--- config.mk ---
export PLATFORM = sky130hd
export DESIGN_NAME = pump_duty_cycle_timer
export DESIGN_NICKNAME = d
export VERILOG_FILES = /design/src/rtl/pdct_pkg.sv /design/src/rtl/pdct_step.sv /design/src/rtl/pump_duty_cycle_timer.sv
export SDC_FILE = /design/constraint.sdc
export NUM_CORES = 1
export LEC_CHECK = 0
export BUFFER_PORTS_ARGS = -buffer_cell sky130_fd_sc_hd__buf_2
export CAP_MARGIN = 20
export CORE_ASPECT_RATIO = 0.75
export CORE_UTILIZATION = 35
export CTS_CLUSTER_DIAMETER = 50
export DETAILED_ROUTE_END_ITERATION = 16
export GPL_TIMING_DRIVEN = 0
export PLACE_DENSITY = 0.62
export SETUP_SLACK_MARGIN = 0.05
export SLEW_MARGIN = 20
export SYNTH_ARGS = -nofsm -noshare
export SYNTH_HDL_FRONTEND = slang
export SYNTH_HIERARCHICAL = 1
export SYNTH_SLANG_ARGS = --single-unit
--- constraint.sdc ---
create_clock -name clk -period 7 [get_ports clk]
set_input_delay 0.7 -clock clk [delete_from_list [all_inputs] [get_ports clk]]
set_output_delay 0.7 -clock clk [all_outputs]
set_load 0.05 [all_outputs]
--- src/rtl/pdct_pkg.sv ---
// types and constants shared by the pump duty-cycle timer modules
`timescale 1ns / 1ps

package pdct_pkg;

  localparam int unsigned SEC_W     = 16;
  localparam int unsigned MAN_W     = 11;
  localparam int unsigned CFG_IDX_W = 2;

  localparam logic [SEC_W-1:0] MANUAL_MAX     = 16'd1800;
  localparam logic [MAN_W-1:0] MANUAL_DEFAULT = 11'd30;

  localparam logic [SEC_W-1:0] RST_ON_SECONDS    = 16'd60;
  localparam logic [SEC_W-1:0] RST_OFF_SECONDS   = 16'd0;
  localparam logic [SEC_W-1:0] RST_TOTAL_SECONDS = 16'd60;

  typedef enum logic [CFG_IDX_W-1:0] {
    REG_ON_LEVEL     = 2'd0,
    REG_ON_SECONDS   = 2'd1,
    REG_OFF_SECONDS  = 2'd2,
    REG_TOTAL_ON     = 2'd3
  } reg_idx_t;

  typedef enum logic [2:0] {
    KIND_TICK   = 3'd0,
    KIND_START  = 3'd1,
    KIND_MSTART = 3'd2,
    KIND_MSTOP  = 3'd3,
    KIND_ABORT  = 3'd4
  } kind_t;

  typedef enum logic [1:0] {
    PH_IDLE   = 2'd0,
    PH_ON     = 2'd1,
    PH_OFF    = 2'd2,
    PH_MANUAL = 2'd3
  } phase_t;

  typedef enum logic [2:0] {
    ST_IDLE    = 3'd0,
    ST_BUSY    = 3'd1,
    ST_DONE    = 3'd2,
    ST_ABORT   = 3'd3,
    ST_INVALID = 3'd4
  } status_t;

  typedef struct packed {
    logic             on_level;
    logic [SEC_W-1:0] on_seconds;
    logic [SEC_W-1:0] off_seconds;
    logic [SEC_W-1:0] total_on_seconds;
  } cfg_t;

  typedef struct packed {
    phase_t           phase;
    logic [SEC_W-1:0] phase_count;
    logic [SEC_W-1:0] phase_target;
    logic [SEC_W-1:0] on_total;
    logic [MAN_W-1:0] manual_remaining;
    logic             pump_on;
    status_t          last_status;
  } tmr_state_t;

endpackage

--- src/rtl/pdct_step.sv ---
// next-state logic for one event or tick of the pump timer
`timescale 1ns / 1ps

module pdct_step
  import pdct_pkg::*;
(
  input  tmr_state_t        cur,
  input  cfg_t              cfg,
  input  logic [2:0]        kind,
  input  logic [SEC_W-1:0]  duration,
  output tmr_state_t        nxt
);

  // start an ON phase from the given accumulated time, or close the cycle
  function automatic tmr_state_t begin_on(input tmr_state_t s, input cfg_t c,
                                          input logic [SEC_W-1:0] tot);
    tmr_state_t       r;
    logic [SEC_W-1:0] left;
    r          = s;
    r.on_total = tot;
    left       = c.total_on_seconds - tot;
    if (tot >= c.total_on_seconds) begin
      r.phase       = PH_IDLE;
      r.pump_on     = 1'b0;
      r.last_status = ST_DONE;
    end else if (c.on_seconds == '0) begin
      r.phase       = PH_IDLE;
      r.pump_on     = 1'b0;
      r.last_status = ST_ABORT;
    end else begin
      r.phase_target = (c.on_seconds < left) ? c.on_seconds : left;
      r.phase_count  = '0;
      r.phase        = PH_ON;
      r.pump_on      = 1'b1;
      r.last_status  = ST_BUSY;
    end
    return r;
  endfunction

  logic             in_cycle;
  logic [SEC_W-1:0] cnt_inc;
  logic [SEC_W-1:0] tot_inc;
  logic [MAN_W-1:0] rem_dec;
  logic [MAN_W-1:0] man_dur;

  assign in_cycle = (cur.phase == PH_ON) || (cur.phase == PH_OFF);
  assign cnt_inc  = cur.phase_count + 1'b1;
  assign tot_inc  = cur.on_total + 1'b1;
  assign rem_dec  = (cur.manual_remaining != '0) ? cur.manual_remaining - 1'b1
                                                 : cur.manual_remaining;
  assign man_dur  = (duration == '0 || duration > MANUAL_MAX) ? MANUAL_DEFAULT
                                                              : duration[MAN_W-1:0];

  always_comb begin
    nxt = cur;
    unique case (kind)
      KIND_TICK: begin
        unique case (cur.phase)
          PH_ON: begin
            nxt.phase_count = cnt_inc;
            nxt.on_total    = tot_inc;
            if (cnt_inc >= cur.phase_target) begin
              nxt.pump_on = 1'b0;
              if (tot_inc >= cfg.total_on_seconds) begin
                nxt.phase       = PH_IDLE;
                nxt.last_status = ST_DONE;
              end else if (cfg.off_seconds == '0) begin
                nxt = begin_on(nxt, cfg, tot_inc);
              end else begin
                nxt.phase        = PH_OFF;
                nxt.phase_count  = '0;
                nxt.phase_target = cfg.off_seconds;
              end
            end
          end
          PH_OFF: begin
            nxt.phase_count = cnt_inc;
            if (cnt_inc >= cur.phase_target) begin
              nxt = begin_on(nxt, cfg, cur.on_total);
            end
          end
          PH_MANUAL: begin
            nxt.manual_remaining = rem_dec;
            if (rem_dec == '0) begin
              nxt.pump_on = 1'b0;
              nxt.phase   = PH_IDLE;
            end
          end
          default: begin
          end
        endcase
      end
      KIND_START: begin
        if (!in_cycle) begin
          if (cfg.on_seconds == '0 || cfg.total_on_seconds == '0) begin
            nxt.last_status = ST_INVALID;
          end else begin
            nxt.manual_remaining = '0;
            nxt = begin_on(nxt, cfg, '0);
          end
        end
      end
      KIND_MSTART: begin
        if (!in_cycle) begin
          nxt.manual_remaining = man_dur;
          nxt.phase            = PH_MANUAL;
          nxt.pump_on          = 1'b1;
        end
      end
      KIND_MSTOP: begin
        if (!in_cycle) begin
          nxt.manual_remaining = '0;
          nxt.phase            = PH_IDLE;
          nxt.pump_on          = 1'b0;
        end
      end
      KIND_ABORT: begin
        if (in_cycle) begin
          nxt.phase       = PH_IDLE;
          nxt.pump_on     = 1'b0;
          nxt.last_status = ST_ABORT;
        end
      end
      default: begin
      end
    endcase
  end

endmodule

--- src/rtl/pump_duty_cycle_timer.sv ---
// top level of the pump duty-cycle timer: input stage, timer state, result register
`timescale 1ns / 1ps

// Each beat on the input channel is one event or one one-second tick; every beat
// produces exactly one result beat. The block takes one beat per clock cycle
// while the result side is not stalled. An accepted beat is held in the input
// register, and its result is loaded into the result register when the result
// side is free, raising out_valid; a ready receiver then takes it from there. The
// timer state is updated by a combinational add/compare path, so consecutive beats
// never wait on each other; only a stalled result side slows the input.
// pump_level uses the on_level value in force when the beat is processed.
module pump_duty_cycle_timer
  import pdct_pkg::*;
(
  input  logic                 clk,
  input  logic                 rst_n,
  input  logic                 cfg_we,
  input  logic [CFG_IDX_W-1:0] cfg_index,
  input  logic [SEC_W-1:0]     cfg_wdata,
  input  logic                 in_valid,
  output logic                 in_ready,
  input  logic [2:0]           in_kind,
  input  logic [SEC_W-1:0]     in_duration,
  output logic                 out_valid,
  input  logic                 out_ready,
  output logic                 out_pump_level,
  output logic                 out_running,
  output logic [2:0]           out_cycle_status,
  output logic [SEC_W-1:0]     out_accumulated_on
);

  cfg_t             cfg_r;
  logic             s1_valid_r;
  logic [2:0]       s1_kind_r;
  logic [SEC_W-1:0] s1_dur_r;
  tmr_state_t       st_r;
  tmr_state_t       st_nxt;
  logic             out_valid_r;
  logic             out_level_r;
  logic             out_running_r;
  logic [2:0]       out_status_r;
  logic [SEC_W-1:0] out_acc_r;
  logic             out_free;
  logic             s1_fire;

  assign out_free = !out_valid_r || out_ready;
  assign s1_fire  = s1_valid_r && out_free;
  assign in_ready = !s1_valid_r || out_free;

  // configuration registers
  always_ff @(posedge clk) begin
    if (!rst_n) begin
      cfg_r.on_level         <= 1'b1;
      cfg_r.on_seconds       <= RST_ON_SECONDS;
      cfg_r.off_seconds      <= RST_OFF_SECONDS;
      cfg_r.total_on_seconds <= RST_TOTAL_SECONDS;
    end else if (cfg_we) begin
      unique case (reg_idx_t'(cfg_index))
        REG_ON_LEVEL:     cfg_r.on_level         <= cfg_wdata[0];
        REG_ON_SECONDS:   cfg_r.on_seconds       <= cfg_wdata;
        REG_OFF_SECONDS:  cfg_r.off_seconds      <= cfg_wdata;
        REG_TOTAL_ON:     cfg_r.total_on_seconds <= cfg_wdata;
        default: begin
        end
      endcase
    end
  end

  // input register
  always_ff @(posedge clk) begin
    if (!rst_n) begin
      s1_valid_r <= 1'b0;
    end else if (in_ready) begin
      s1_valid_r <= in_valid;
    end
  end

  always_ff @(posedge clk) begin
    if (in_ready && in_valid) begin
      s1_kind_r <= in_kind;
      s1_dur_r  <= in_duration;
    end
  end

  pdct_step u_step (
    .cur      (st_r),
    .cfg      (cfg_r),
    .kind     (s1_kind_r),
    .duration (s1_dur_r),
    .nxt      (st_nxt)
  );

  // timer state
  always_ff @(posedge clk) begin
    if (!rst_n) begin
      st_r.phase            <= PH_IDLE;
      st_r.phase_count      <= '0;
      st_r.phase_target     <= '0;
      st_r.on_total         <= '0;
      st_r.manual_remaining <= '0;
      st_r.pump_on          <= 1'b0;
      st_r.last_status      <= ST_IDLE;
    end else if (s1_fire) begin
      st_r <= st_nxt;
    end
  end

  // result register
  always_ff @(posedge clk) begin
    if (!rst_n) begin
      out_valid_r <= 1'b0;
    end else if (out_free) begin
      out_valid_r <= s1_valid_r;
    end
  end

  always_ff @(posedge clk) begin
    if (s1_fire) begin
      out_level_r   <= st_nxt.pump_on ? cfg_r.on_level : ~cfg_r.on_level;
      out_running_r <= st_nxt.pump_on;
      out_status_r  <= st_nxt.last_status;
      out_acc_r     <= st_nxt.on_total;
    end
  end

  assign out_valid          = out_valid_r;
  assign out_pump_level     = out_level_r;
  assign out_running        = out_running_r;
  assign out_cycle_status   = out_status_r;
  assign out_accumulated_on = out_acc_r;

  // pump is logically on exactly in an ON phase or a manual run
  a_pump_matches_phase: assert property (@(posedge clk) disable iff (!rst_n)
    st_r.pump_on == ((st_r.phase == PH_ON) || (st_r.phase == PH_MANUAL)))
    else $error("pump_on disagrees with phase");

  // an ON phase always has time left in it
  a_on_phase_bounded: assert property (@(posedge clk) disable iff (!rst_n)
    (st_r.phase == PH_ON) |-> (st_r.phase_count < st_r.phase_target))
    else $error("ON phase count reached target without ending");

  // a manual run never sits with zero seconds left
  a_manual_nonzero: assert property (@(posedge clk) disable iff (!rst_n)
    (st_r.phase == PH_MANUAL) |-> (st_r.manual_remaining != '0))
    else $error("manual run with no time remaining");

  // a beat held in the input register is not dropped while the result side stalls
  a_s1_held: assert property (@(posedge clk) disable iff (!rst_n)
    (s1_valid_r && !out_free) |=> (s1_valid_r && $stable(s1_kind_r)))
    else $error("input beat lost during result stall");

endmodule
---- Word level (Yosys, flattened, before mapping) ----
Index checks and enable logic that the tools add are counted.
W data, S select, Z words.
word-level totals
  output and inout port bits .............. 23
  word-level logic and storage cells ...... 134
  flip-flop bits (word level) ............. 156
  input port bits ......................... 42
operators by class
  bitwise gates (word level) .............. 1
  add/sub/neg operators ................... 5
  magnitude comparators ................... 8
  muxes and demuxes ....................... 44
  equal/unequal tests ..................... 29
  reductions and logical operators ........ 28
operators with widths
  kind                     count
  $mux W65                 3
  $pmux W48 S2             2
  $mux W32                 5
  $logic_not A16 Y1        4
  $mux W62                 1
  $mux W60                 1
  $ge A16 B16 Y1           3
  $lt A16 B16 Y1           3
  $mux W16                 3
  $pmux W11 S4             1
  $pmux W12 S3             1
  $mux W34                 1
  $add A16 B1 Y16 const B  2
  $sub A16 B16 Y16         2
  $mux W12                 2
  $mux W11                 2
  $mux W4                  5
  $ne A2 B2 Y1 const B     9
  $ge A1 B16 Y1 const A    1
  $gt A16 B11 Y1 const B   1
  $ne A3 B3 Y1 const B     5
  $reduce_and A13 Y1       1
  $logic_not A11 Y1        1
  $reduce_and A11 Y1       1
  other kinds (32)         55

---- Logic depth before layout (Yosys ltp) ----
Gate-level depths: netlist of the first run.
  depth after elaboration ................. 11
  depth in mapped cells ................... 27
  mapped depth without buffers ............ 25

---- By module ----
The synthesis of the first run kept the hierarchy.
modules (own cells, without submodules)
  module                 sequential area each (µm²)  times used  cells each  area each (µm²)
  pdct_step              0.0                         1           1027        6797.8
  pump_duty_cycle_timer  3523.4                      1           515         5576.6

---- Least setup slack after synthesis of the first run ----
Ideal clock, no wire load.
  kind .................................... reg2reg
  start ................................... reg st_r[15] in the netlist's numbering
  end ..................................... reg st_r[32] in the netlist's numbering
  library setup time ...................... 0.119 ns
  path slack .............................. 1.602 ns
  data arrival time ....................... 5.279 ns
  data required time ...................... 6.881 ns
  buffers on the path ..................... 1
  period minus slack after synthesis ...... 5.398 ns
  cell stages (with the launch flop) ...... 25
  cells stage by stage .................... dfxtp_1 -> ha_1 -> and3_1 -> and3_1 -> and3_1 -> and3_1 -> and3_1 -> nand3_1 -> xnor2_1 -> ha_1 -> inv_1 -> or3_1 -> a2111oi_0 -> a311oi_1 -> ha_1 -> a21o_1 -> a221oi_2 -> and2_1 -> buf_2 -> o21ai_0 -> a221o_1 -> a22o_1 -> a221o_1 -> nand2_1 -> mux2i_1
RTL lines
  element                 RTL line                      text
  from (decl)             pump_duty_cycle_timer.sv:36   tmr_state_t st_r;
  from (signal assigned)  pump_duty_cycle_timer.sv:104  st_r <= st_nxt;

==> results of run 1 <==
stage by stage:
step                      cells  power (W)  hold WS (ns)  utilization
after floorplan            1542    0.00140         0.434            -
after detailed placement   2062    0.00160         0.446        0.382
after global placement     2062    0.00160         0.444        0.381
after global routing       2094    0.00267         0.401        0.400
final                      2094    0.00257         0.413        0.400
after CTS                  2094    0.00257         0.401        0.399
power breakdown:
part	internal [W]	leakage [nW]	total, W	switching (W)
clock	0.000521	0.297	0.000969	0.000448
sequential	0.000950	1.32	0.000988	0.0000383
combinational	0.000210	3.78	0.000617	0.000408
worst max path at each step:
stage                                startpoint                     to  slack (ns)  cells past startpoint
after floorplan           st_r[15]$_SDFFE_PN0P_  st_r[32]$_SDFFE_PN0P_        1.60                     24
after CTS                 st_r[15]$_SDFFE_PN0P_  st_r[36]$_SDFFE_PN0P_        0.33                     26
after global routing      st_r[16]$_SDFFE_PN0P_  st_r[34]$_SDFFE_PN0P_        0.04                     25
after detailed placement  st_r[15]$_SDFFE_PN0P_  st_r[36]$_SDFFE_PN0P_        0.39                     26
final                     st_r[16]$_SDFFE_PN0P_  st_r[36]$_SDFFE_PN0P_        0.22                     26
after global placement    st_r[15]$_SDFFE_PN0P_  st_r[36]$_SDFFE_PN0P_        0.42                     25
state kept, by name, summed over array words and instances (netlist names):
signal	count
out_cycle_status	3
s1_dur_r	16
cfg_r	49
st_r	65
s1_kind_r	3
out_pump_level	1
out_running	1
s1_valid_r	1
out_accumulated_on	16
out_valid	1
layer usage:
metal,vias up,share of wire
li1,5827,-
met1,5921,0.49
met2,601,0.39
met3,53,0.11
met4,0,0.016
met5,-,0
kinds of logic (layout without fill, tap and decap cells):
| logic type | count (synthesis) | after routing | synth area share |
|---|---|---|---|
| DFF | 156 | 156 | 0.285 |
| muxes | 102 | 102 | 0.0831 |
| buffers and inverters | 166 | 261 | 0.0605 |
| adders and majority gates | 104 | 104 | 0.106 |
| xor gates and xnor gates | 55 | 55 | 0.0389 |
| and+or+nand+nor | 553 | 553 | 0.211 |
| AOI/OAI and AO/OA | 406 | 406 | 0.215 |
cell usage in the layout (no fill, tap or decap), drive strengths merged, types with 20 or more instances in the layout:
| cell | n |
|---|---|
| buf | 100 |
| clkbuf | 58 |
| nor2 | 77 |
| xnor2 | 36 |
| inv | 98 |
| nand4 | 20 |
| edfxtp | 40 |
| nor3 | 29 |
| nand2 | 224 |
| and3 | 21 |
| dfxtp | 116 |
| o21ai | 137 |
| nand3 | 90 |
| a21oi | 69 |
| nor4 | 21 |
| a21o | 21 |
| o22ai | 24 |
| mux2i | 96 |
| ha | 102 |
area by class of cell:
| cell class | count | area, um2 |
|---|---|---|
| well taps | 457 | 572 |
| clock buffers | 18 | 439 |
| repair buffers | 63 | 315 |
| fillers | 3528 | 20900 |
| inverters | 89 | 334 |
| flip-flops and latches | 156 | 3520 |
| multi-input cells | 1220 | 8130 |
| plain buffers | 77 | 414 |
| clock inverters | 14 | 168 |
worst register-to-register path, cell delays in order, from the launching register on:
cell      delay (ns)
dfxtp_1         0.52
ha_1            0.34
and3_1          0.28
and3_1          0.25
and3_1          0.25
xnor2_1         0.15
ha_1            0.31
a21o_1          0.20
a21oi_1         0.19
a21bo_2         0.25
a31oi_1         0.31
o21bai_1        0.11
a21oi_1         0.18
xor2_1          0.46
ha_1            0.35
a21o_1          0.19
a21o_1          0.19
a221oi_2        0.47
and2_1          0.21
buf_2           0.24
buf_2           0.26
nor2_1          0.06
a211oi_1        0.42
a211oi_1        0.09
a211o_1         0.29
nand2_1         0.06
mux2i_1         0.07
==> flow_summary.json, run 1 <==
{
  "outcome": "completed",
  "vias_per_cell": 5.92,
  "cts_buffer_depth": 2,
  "cts_buffers": 17,
  "drive_gt1_frac": 0.0984,
  "final_nets": 1770,
  "dieArea_mm2": 0.0361,
  "syn_inst": 1542,
  "post-route-min-period_ns": 6.78,
  "ys_async_sr_fraction": 0,
  "p_leak_nw": 5.40,
  "reg2regPathDepth": 26,
  "postRouteAntennaNets": 0,
  "crit_slowest_cell": "dfxtp_1",
  "pre_cts_slack_ns": 0.390,
  "synth.top_cells.by_count": "224 x nand2_1, 136 x o21ai_0, 116 x dfxtp_1",
  "synthesis.nets": 1688,
  "r2r-end": "st_r[36]$_SDFFE_PN0P_",
  "cap_violations": 0,
  "final-setup-viol-count": 0,
  "cts-resized-gates": 0,
  "critPathBufInv": 2,
  "cp_top_family": "compound AO/OA/AOI/OAI gates",
  "crit_type": "flop to flop",
  "slew_violations": 0,
  "clkLatencyLatePin_ns": 0.46,
  "grt_start_max_net_pins": 31,
  "synth_most_common_cell": "nand2_1",
  "grt_pass1_vias": 11200,
  "synth-edff-count": 40,
  "slowest_delay_ns": 0.52,
  "critPathRequiredTime_ns": 7.34,
  "r2r_start": "st_r[16]$_SDFFE_PN0P_",
  "hold_path.class": "primary input to flop",
  "rrSetupSlack_ns": 0.22,
  "end_kind": "flop",
  "cts_tree": "done",
  "initial_core_util": 0.356,
  "route.detailed.drc": 0,
  "antenna_cells": 0,
  "use_met3": 0.0689,
  "netlist_area_mm2": 0.0124,
  "seq_area_frac_synth": 0.285,
  "powerDensity_mw_per_mm2": 185,
  "grt_first_pass_wirelength_mm": 67.9,
  "hpwl_mm": 35.6,
  "die_w_um": 219,
  "whs_path_depth": 1,
  "postCtsHoldBufs": 0,
  "wl_per_cell_um": 21.6,
  "worstPathMaxFanout": 10,
  "ir_drop_mv": 0.170,
  "min_to": "s1_kind_r[1]$_DFFE_PP_",
  "finClkSkew_ns": 0.0195,
  "place.gp.congestion": 0.964,
  "hold_path_startpoint": "in_kind[1]",
  "antenna_found_initial": 0,
  "path_clk_slew_ns": 0.08,
  "synth_area_leaders": "dfxtp_1 19%, ha_1 10%, edfxtp_1 9.7%",
  "yosysUniqueCellTypes": 81,
  "cts_setup_buffers": 0,
  "rsz0062_at_grt": "false",
  "synth-main-ff-cell": "dfxtp_1",
  "core_area_mm2": 0.0348,
  "grtUsageMet2": 0.339,
  "grt_overflow_total": 0,
  "die_h_um": 165,
  "cts-root-buf": "clkbuf_16",
  "ioPinCount": 65,
  "hold_viol": 0,
  "syn_avg_cell_area_um2": 8.02,
  "vias": 12400,
  "synth_area_leader_cell": "dfxtp_1",
  "crit_arrival_ns": 7.12,
  "synth_warnings": 6,
  "tightest_slew_ns": 1.16,
  "cts.sinks": 156,
  "worst_slack_ns": 0.221,
  "place_area_mm2": 0.0133,
  "fin_area_mm2": 0.0139,
  "io_buffers": 63,
  "use_met1": 0.385,
  "fmax_mhz": 148,
  "layout_worst_path_cycle_share": 0.968,
  "top_usage_layer": "met1",
  "syn_to_final_growth_pct": 12.3,
  "synth_top_area_share": 0.188,
  "worstSetupStartpointType": "flop",
  "totalWireLength_mm": 45.3,
  "cts-htree-levels": 4,
  "num_rows": 59,
  "grt.total_usage": 0.252,
  "first_pass_iters": 6,
  "setup_tns_ns": 0,
  "synth_seq_cells": 156,
  "drt-initial-drc-count": 1352,
  "slew_headroom": 0.222
}
No activity file was read; power rests on OpenSTA's default activity.
==> run 2: changes to the inputs <==
- ABC_AREA: not set -> 1
- PLACE_DENSITY: 0.62 -> 0.61
==> run 2 against run 1 <==
Synthesized cell count grew 55%. Wire length grew 22%. Critical endpoint is now st_r[34]$_SDFFE_PN0P_. Area after synthesis grew 15%. Power grew 25%. Largest cell class unchanged. Worst hold slack lost 0.012 ns.
==> flow_summary.json, run 2 <==
{
  "outcome": "completed",
  "hpwl_mm": 45.3,
  "layout_worst_path_cycle_share": 0.822,
  "crit_arrival_ns": 6.14,
  "final_common_cell": "nand2_1",
  "p_leak_nw": 7.62,
  "syn_to_final_growth_pct": 11.1,
  "totalWireLength_mm": 55.3,
  "vias_per_cell": 5.27,
  "power_frac_comb": 0.379,
  "clock_power_share": 0.288,
  "cp_common_cell": "nand2_1",
  "path_clk_slew_ns": 0.07,
  "first_pass_iters": 6,
  "cts_buffer_depth": 2,
  "critPathRequiredTime_ns": 7.39,
  "drive_gt1_frac": 0.0770,
  "final_util": 0.397,
  "dieArea_mm2": 0.0415,
  "regMostFlops": "st_r",
  "cts-root-buf": "clkbuf_16",
  "grt.total_usage": 0.269,
  "synth_top_area_share": 0.178,
  "slowest_delay_ns": 0.50,
  "synth-main-ff-cell": "dfxtp_1",
  "final_cell_mix": "676 x nand2_1, 335 x inv_1, 296 x nor2_1",
  "largest_reg_flops": 65,
  "clkLatencyLatePin_ns": 0.47,
  "slew_headroom": 0.392,
  "route.detailed.drc": 0,
  "setup_tns_ns": 0,
  "end_kind": "flop",
  "cts.sinks": 156,
  "die_h_um": 177,
  "yosysUniqueCellTypes": 47,
  "switching_share": 0.423,
  "netlist_area_mm2": 0.0142,
  "final-setup-viol-count": 0,
  "rsz0062_at_grt": "false",
  "drt-initial-drc-count": 1811,
  "tightest_slew_ns": 0.908,
  "num_rows": 63,
  "worst_slack_ns": 1.25,
  "die_w_um": 235,
  "seqPwrFrac": 0.333,
  "grt_first_pass_wirelength_mm": 83.9,
  "place.gp.congestion": 0.997,
  "final_nets": 2613,
  "pre_cts_slack_ns": 1.39,
  "vias": 15800,
  "crit_type": "flop to flop",
  "cts_setup_buffers": 0,
  "place_area_mm2": 0.0152,
  "seq_area_frac_synth": 0.248,
  "slew_violations": 0,
  "hold_path.class": "primary input to flop",
  "ir_drop_mv": 0.185,
  "crit_slowest_cell": "xor2_1",
  "grt_start_max_net_pins": 20,
  "synthesis.nets": 2530,
  "top_regs": "st_r: 65 flops, cfg_r: 49 flops",
  "reg2regPathDepth": 37,
  "syn_avg_cell_area_um2": 5.97,
  "powerDensity_mw_per_mm2": 203,
  "wl_per_cell_um": 18.4,
  "synth_area_leader_cell": "nand2_1",
  "p_sw_w": 0.00136,
  "synth_most_common_cell": "nand2_1",
  "rrSetupSlack_ns": 1.25,
  "finClkSkew_ns": 0.0224,
  "cts_buffers": 17,
  "postCtsHoldBufs": 0,
  "core_area_mm2": 0.0398,
  "grt_overflow_total": 0,
  "io_buffers": 63,
  "synth_warnings": 6,
  "synth_area_leaders": "nand2_1 18%, dfxtp_1 16%, ha_1 9.0%",
  "antenna_found_initial": 2,
  "hold_viol": 0,
  "cts-htree-levels": 4,
  "fmax_mhz": 174,
  "cts_tree": "done",
  "ioPinCount": 65,
  "cap_violations": 0,
  "synth.top_cells.by_count": "676 x nand2_1, 335 x inv_1, 296 x nor2_1",
  "synth-edff-count": 40,
  "syn_inst": 2384,
  "synth_seq_cells": 156,
  "initial_core_util": 0.357,
  "intPower_w": 0.00185,
  "whs_path_depth": 1,
  "grt_pass1_vias": 14300,
  "fin_area_mm2": 0.0158,
  "post-route-min-period_ns": 5.75,
  "postRouteAntennaNets": 0,
  "worstPathMaxFanout": 10,
  "cts-resized-gates": 0,
  "worstSetupStartpointType": "flop",
  "ys_async_sr_fraction": 0
}
-- run 2: changes by cell type in the layout (fill, tap and decap cells not counted), moves of 18 or more --
cell,change
nand3_1,+129
o21ai_0,-22
a211oi_1,-18
nor2_1,+221
a21oi_1,+117
nand2_1,+452
buf_2,+25
mux2i_1,-96
and3_1,-20
xnor2_1,-23
inv_1,+246
a21o_1,-21
-- run 2: cell families (layout without fill, tap and decap cells) --
kind of cell | count (synthesis) | in the layout | share of synthesized area
XOR/XNOR | 41 | 41 | 0.0252
AO/OA/AOI/OAI | 361 | 361 | 0.134
AND/OR/NAND/NOR | 1278 | 1278 | 0.377
flip-flops | 156 | 156 | 0.248
other | 0 | 1 | 0
adder cells (fa/ha/maj) | 104 | 104 | 0.0925
buffers and inverters | 444 | 540 | 0.123
-- run 2: path summary, 6_finish.rpt --
kind | startpoint | endpoint
setup / recovery | st_r[15]$_SDFFE_PN0P_ | st_r[34]$_SDFFE_PN0P_
hold / removal | in_duration[9] | s1_dur_r[9]$_DFFE_PP_
setup reg to reg | st_r[15]$_SDFFE_PN0P_ | st_r[34]$_SDFFE_PN0P_
hold reg to reg | st_r[30]$_SDFFE_PN0P_ | st_r[30]$_SDFFE_PN0P_
-- run 2: through the flow --
stage / hold WS, ns / cells / power, W
2_1_floorplan: 0.448 / 2384 / 0.00190
3_3_place_gp: 0.465 / 2967 / 0.00225
5_1_grt: 0.387 / 3000 / 0.00341
6_report: 0.402 / 3001 / 0.00321
3_5_place_dp: 0.473 / 2968 / 0.00226
4_1_cts: 0.389 / 3000 / 0.00319
-- run 2: layer usage --
layer | part of all wire | GRT usage | wire [um]
met2 | 0.37 | 0.367 | 20700
met3 | 0.11 | 0.0841 | 6270
met5 | 0.00040 | 0 | 22
met4 | 0.015 | 0.0565 | 843
met1 | 0.50 | 0.405 | 27500
-- run 2: critical path: cells and delay by family, from the launching register on --
family	cells	cell delay [ns]
DFF	1	0.44
buffers and inverters	3	0.32
adders and majority gates	3	0.95
and+or+nand+nor	27	3.07
AOI/OAI and AO/OA	3	0.39
xor gates and xnor gates	1	0.50
-- run 2: area by class of cell --
| cell class | instances | area (um2) |
|---|---|---|
| diodes | 1 | 2.50 |
| plain buffers | 96 | 450 |
| clock buffers | 17 | 425 |
| clock inverters | 15 | 144 |
| fillers | 4377 | 24000 |
| inverters | 348 | 1310 |
| multi-input cells | 1784 | 8960 |
| flip-flops and latches | 156 | 3520 |
| well taps | 520 | 651 |
| repair buffers | 64 | 343 |
-- run 2: power groups by stage --
stage               clock [W]  combinational, W  sequential, W
finish               0.000923           0.00122        0.00107
global route         0.000976           0.00136        0.00107
CTS                  0.000942           0.00118        0.00106
detailed placement          0           0.00118        0.00108
global placement            0           0.00116        0.00108
floorplan                   0          0.000828        0.00107
==> run 3: changes to the inputs <==
- clock period: 7 -> 5.75 ns (I/O delays scaled with it)
==> run 3 against run 2 <==
First-iteration DRC count down 5.7%. Clock skew up 0.0013 ns. Sequential share of layout area down 0.13 points. Flip-flop and latch count unchanged. Largest power group unchanged.
==> flow_summary.json, run 3 (synthesized netlist as in run 2, its figures left out) <==
{
  "rrSetupSlack_ns": 0.52,
  "cts-htree-levels": 4,
  "crit_slowest_cell": "dfxtp_1",
  "grt_overflow_total": 0,
  "postRouteAntennaNets": 0,
  "wl_per_cell_um": 18.5,
  "hold_path.class": "primary input to flop",
  "hold_viol": 0,
  "cts_buffer_depth": 2,
  "drt-initial-drc-count": 1708,
  "initial_core_util": 0.357,
  "final_util": 0.399,
  "num_rows": 63,
  "final_nets": 2617,
  "vias_per_cell": 5.29,
  "crit_type": "flop to flop",
  "slew_violations": 0,
  "grt_first_pass_wirelength_mm": 83.9,
  "slew_headroom": 0.394,
  "path_clk_slew_ns": 0.07,
  "grt_pass1_vias": 14300,
  "cp_common_cell": "nand2_1",
  "crit_arrival_ns": 5.58,
  "first_pass_iters": 6,
  "grt_start_max_net_pins": 20,
  "dieArea_mm2": 0.0415,
  "vias": 15900,
  "powerDensity_mw_per_mm2": 246,
  "largest_reg_flops": 65,
  "cts-root-buf": "clkbuf_16",
  "cap_violations": 0,
  "antenna_found_initial": 2,
  "slowest_delay_ns": 0.39,
  "totalWireLength_mm": 55.6,
  "tightest_slew_ns": 0.909,
  "finClkSkew_ns": 0.0237,
  "final_cell_mix": "675 x nand2_1, 335 x inv_1, 294 x nor2_1",
  "ioPinCount": 65,
  "die_w_um": 235,
  "place.gp.congestion": 0.997,
  "regMostFlops": "st_r",
  "final_common_cell": "nand2_1",
  "place_area_mm2": 0.0152,
  "setup_tns_ns": 0,
  "clkLatencyLatePin_ns": 0.47,
  "route.detailed.drc": 0,
  "cts_buffers": 17,
  "final-setup-viol-count": 0,
  "outcome": "completed",
  "die_h_um": 177,
  "core_area_mm2": 0.0398,
  "top_regs": "st_r: 65 flops, cfg_r: 49 flops",
  "worstPathMaxFanout": 10,
  "worstSetupStartpointType": "flop",
  "syn_to_final_growth_pct": 11.8,
  "cts.sinks": 156,
  "hpwl_mm": 45.3,
  "drive_gt1_frac": 0.0825,
  "ir_drop_mv": 0.225,
  "p_leak_nw": 7.66,
  "fin_area_mm2": 0.0159,
  "post-route-min-period_ns": 5.23,
  "cts_tree": "done",
  "critPathRequiredTime_ns": 6.10,
  "end_kind": "flop",
  "antenna_cells": 0,
  "layout_worst_path_cycle_share": 0.910,
  "io_buffers": 63,
  "grt.total_usage": 0.269,
  "fmax_mhz": 191
}
==> run 3: cell count changes in the layout (fill, tap and decap cells not counted), sizes merged <==
cell   previous run  this run
diode             1         0
buf             118       122
==> run 3: worst max-delay path: cells and delay by family (launching register included) <==
kind	cells	cell delay [ns]
AO/OA/AOI/OAI	1	0.15
XOR/XNOR	1	0.28
adder cells (fa/ha/maj)	3	0.86
buffers and inverters	3	0.37
flip-flops	1	0.39
AND/OR/NAND/NOR	27	3.07
==> run 3: report_power, final <==
| group | leakage, nW | internal [W] | switching [W] |
|---|---|---|---|
| Sequential | 1.34 | 0.00120 | 0.000105 |
| Clock | 0.286 | 0.000590 | 0.000535 |
| Combinational | 6.03 | 0.000471 | 0.00102 |
==> run 3: repair_timing <==
action / in CTS / in global routing
gates resized for setup: 0 / 13
endpoints found under the hold margin: 0 / 0
endpoints found under the setup margin: 0 / 16
buffers inserted: 0 / 4
hold buffers: 0 / 0
==> run 3: path summary, 6_finish.rpt <==
| kind | startpoint | endpoint | depth (start not counted) |
|---|---|---|---|
| setup / recovery | st_r[16]$_SDFFE_PN0P_ | st_r[32]$_SDFFE_PN0P_ | 35 |
| hold / removal | in_duration[9] | s1_dur_r[9]$_DFFE_PP_ | 1 |
| setup reg to reg | st_r[16]$_SDFFE_PN0P_ | st_r[32]$_SDFFE_PN0P_ | 35 |
| hold reg to reg | st_r[30]$_SDFFE_PN0P_ | st_r[30]$_SDFFE_PN0P_ | 2 |
==> run 3: per-stage QoR <==
step	instances	setup slack [ns]	hold WS [ns]	total power (W)
global route	3004	-0.00306	0.262	0.00417
CTS	3000	0.136	0.264	0.00388
floorplan	2384	1.43	0.448	0.00231
global placement	2967	0.177	0.465	0.00273
finish	3004	0.519	0.276	0.00391
detailed placement	2968	0.137	0.473	0.00275
==> run 3: cell type report <==
| cell class | count | area, um2 |
|---|---|---|
| Inverter | 348 | 1310 |
| Clock buffer | 17 | 425 |
| Buffer | 96 | 450 |
| Multi-Input combinational cell | 1784 | 9030 |
| Clock inverter | 15 | 144 |
| Timing Repair Buffer | 68 | 373 |
| Fill cell | 4376 | 23900 |
| Tap cell | 520 | 651 |
| Sequential cell | 156 | 3520 |
==> run 3: layer usage <==
layer	part of all wire	GRT usage	vias to the layer above
li1	-	-	7802
met1	0.50	0.405	7393
met4	0.013	0.0565	4
met3	0.11	0.0841	48
met5	0.00040	0	-
met2	0.38	0.367	657
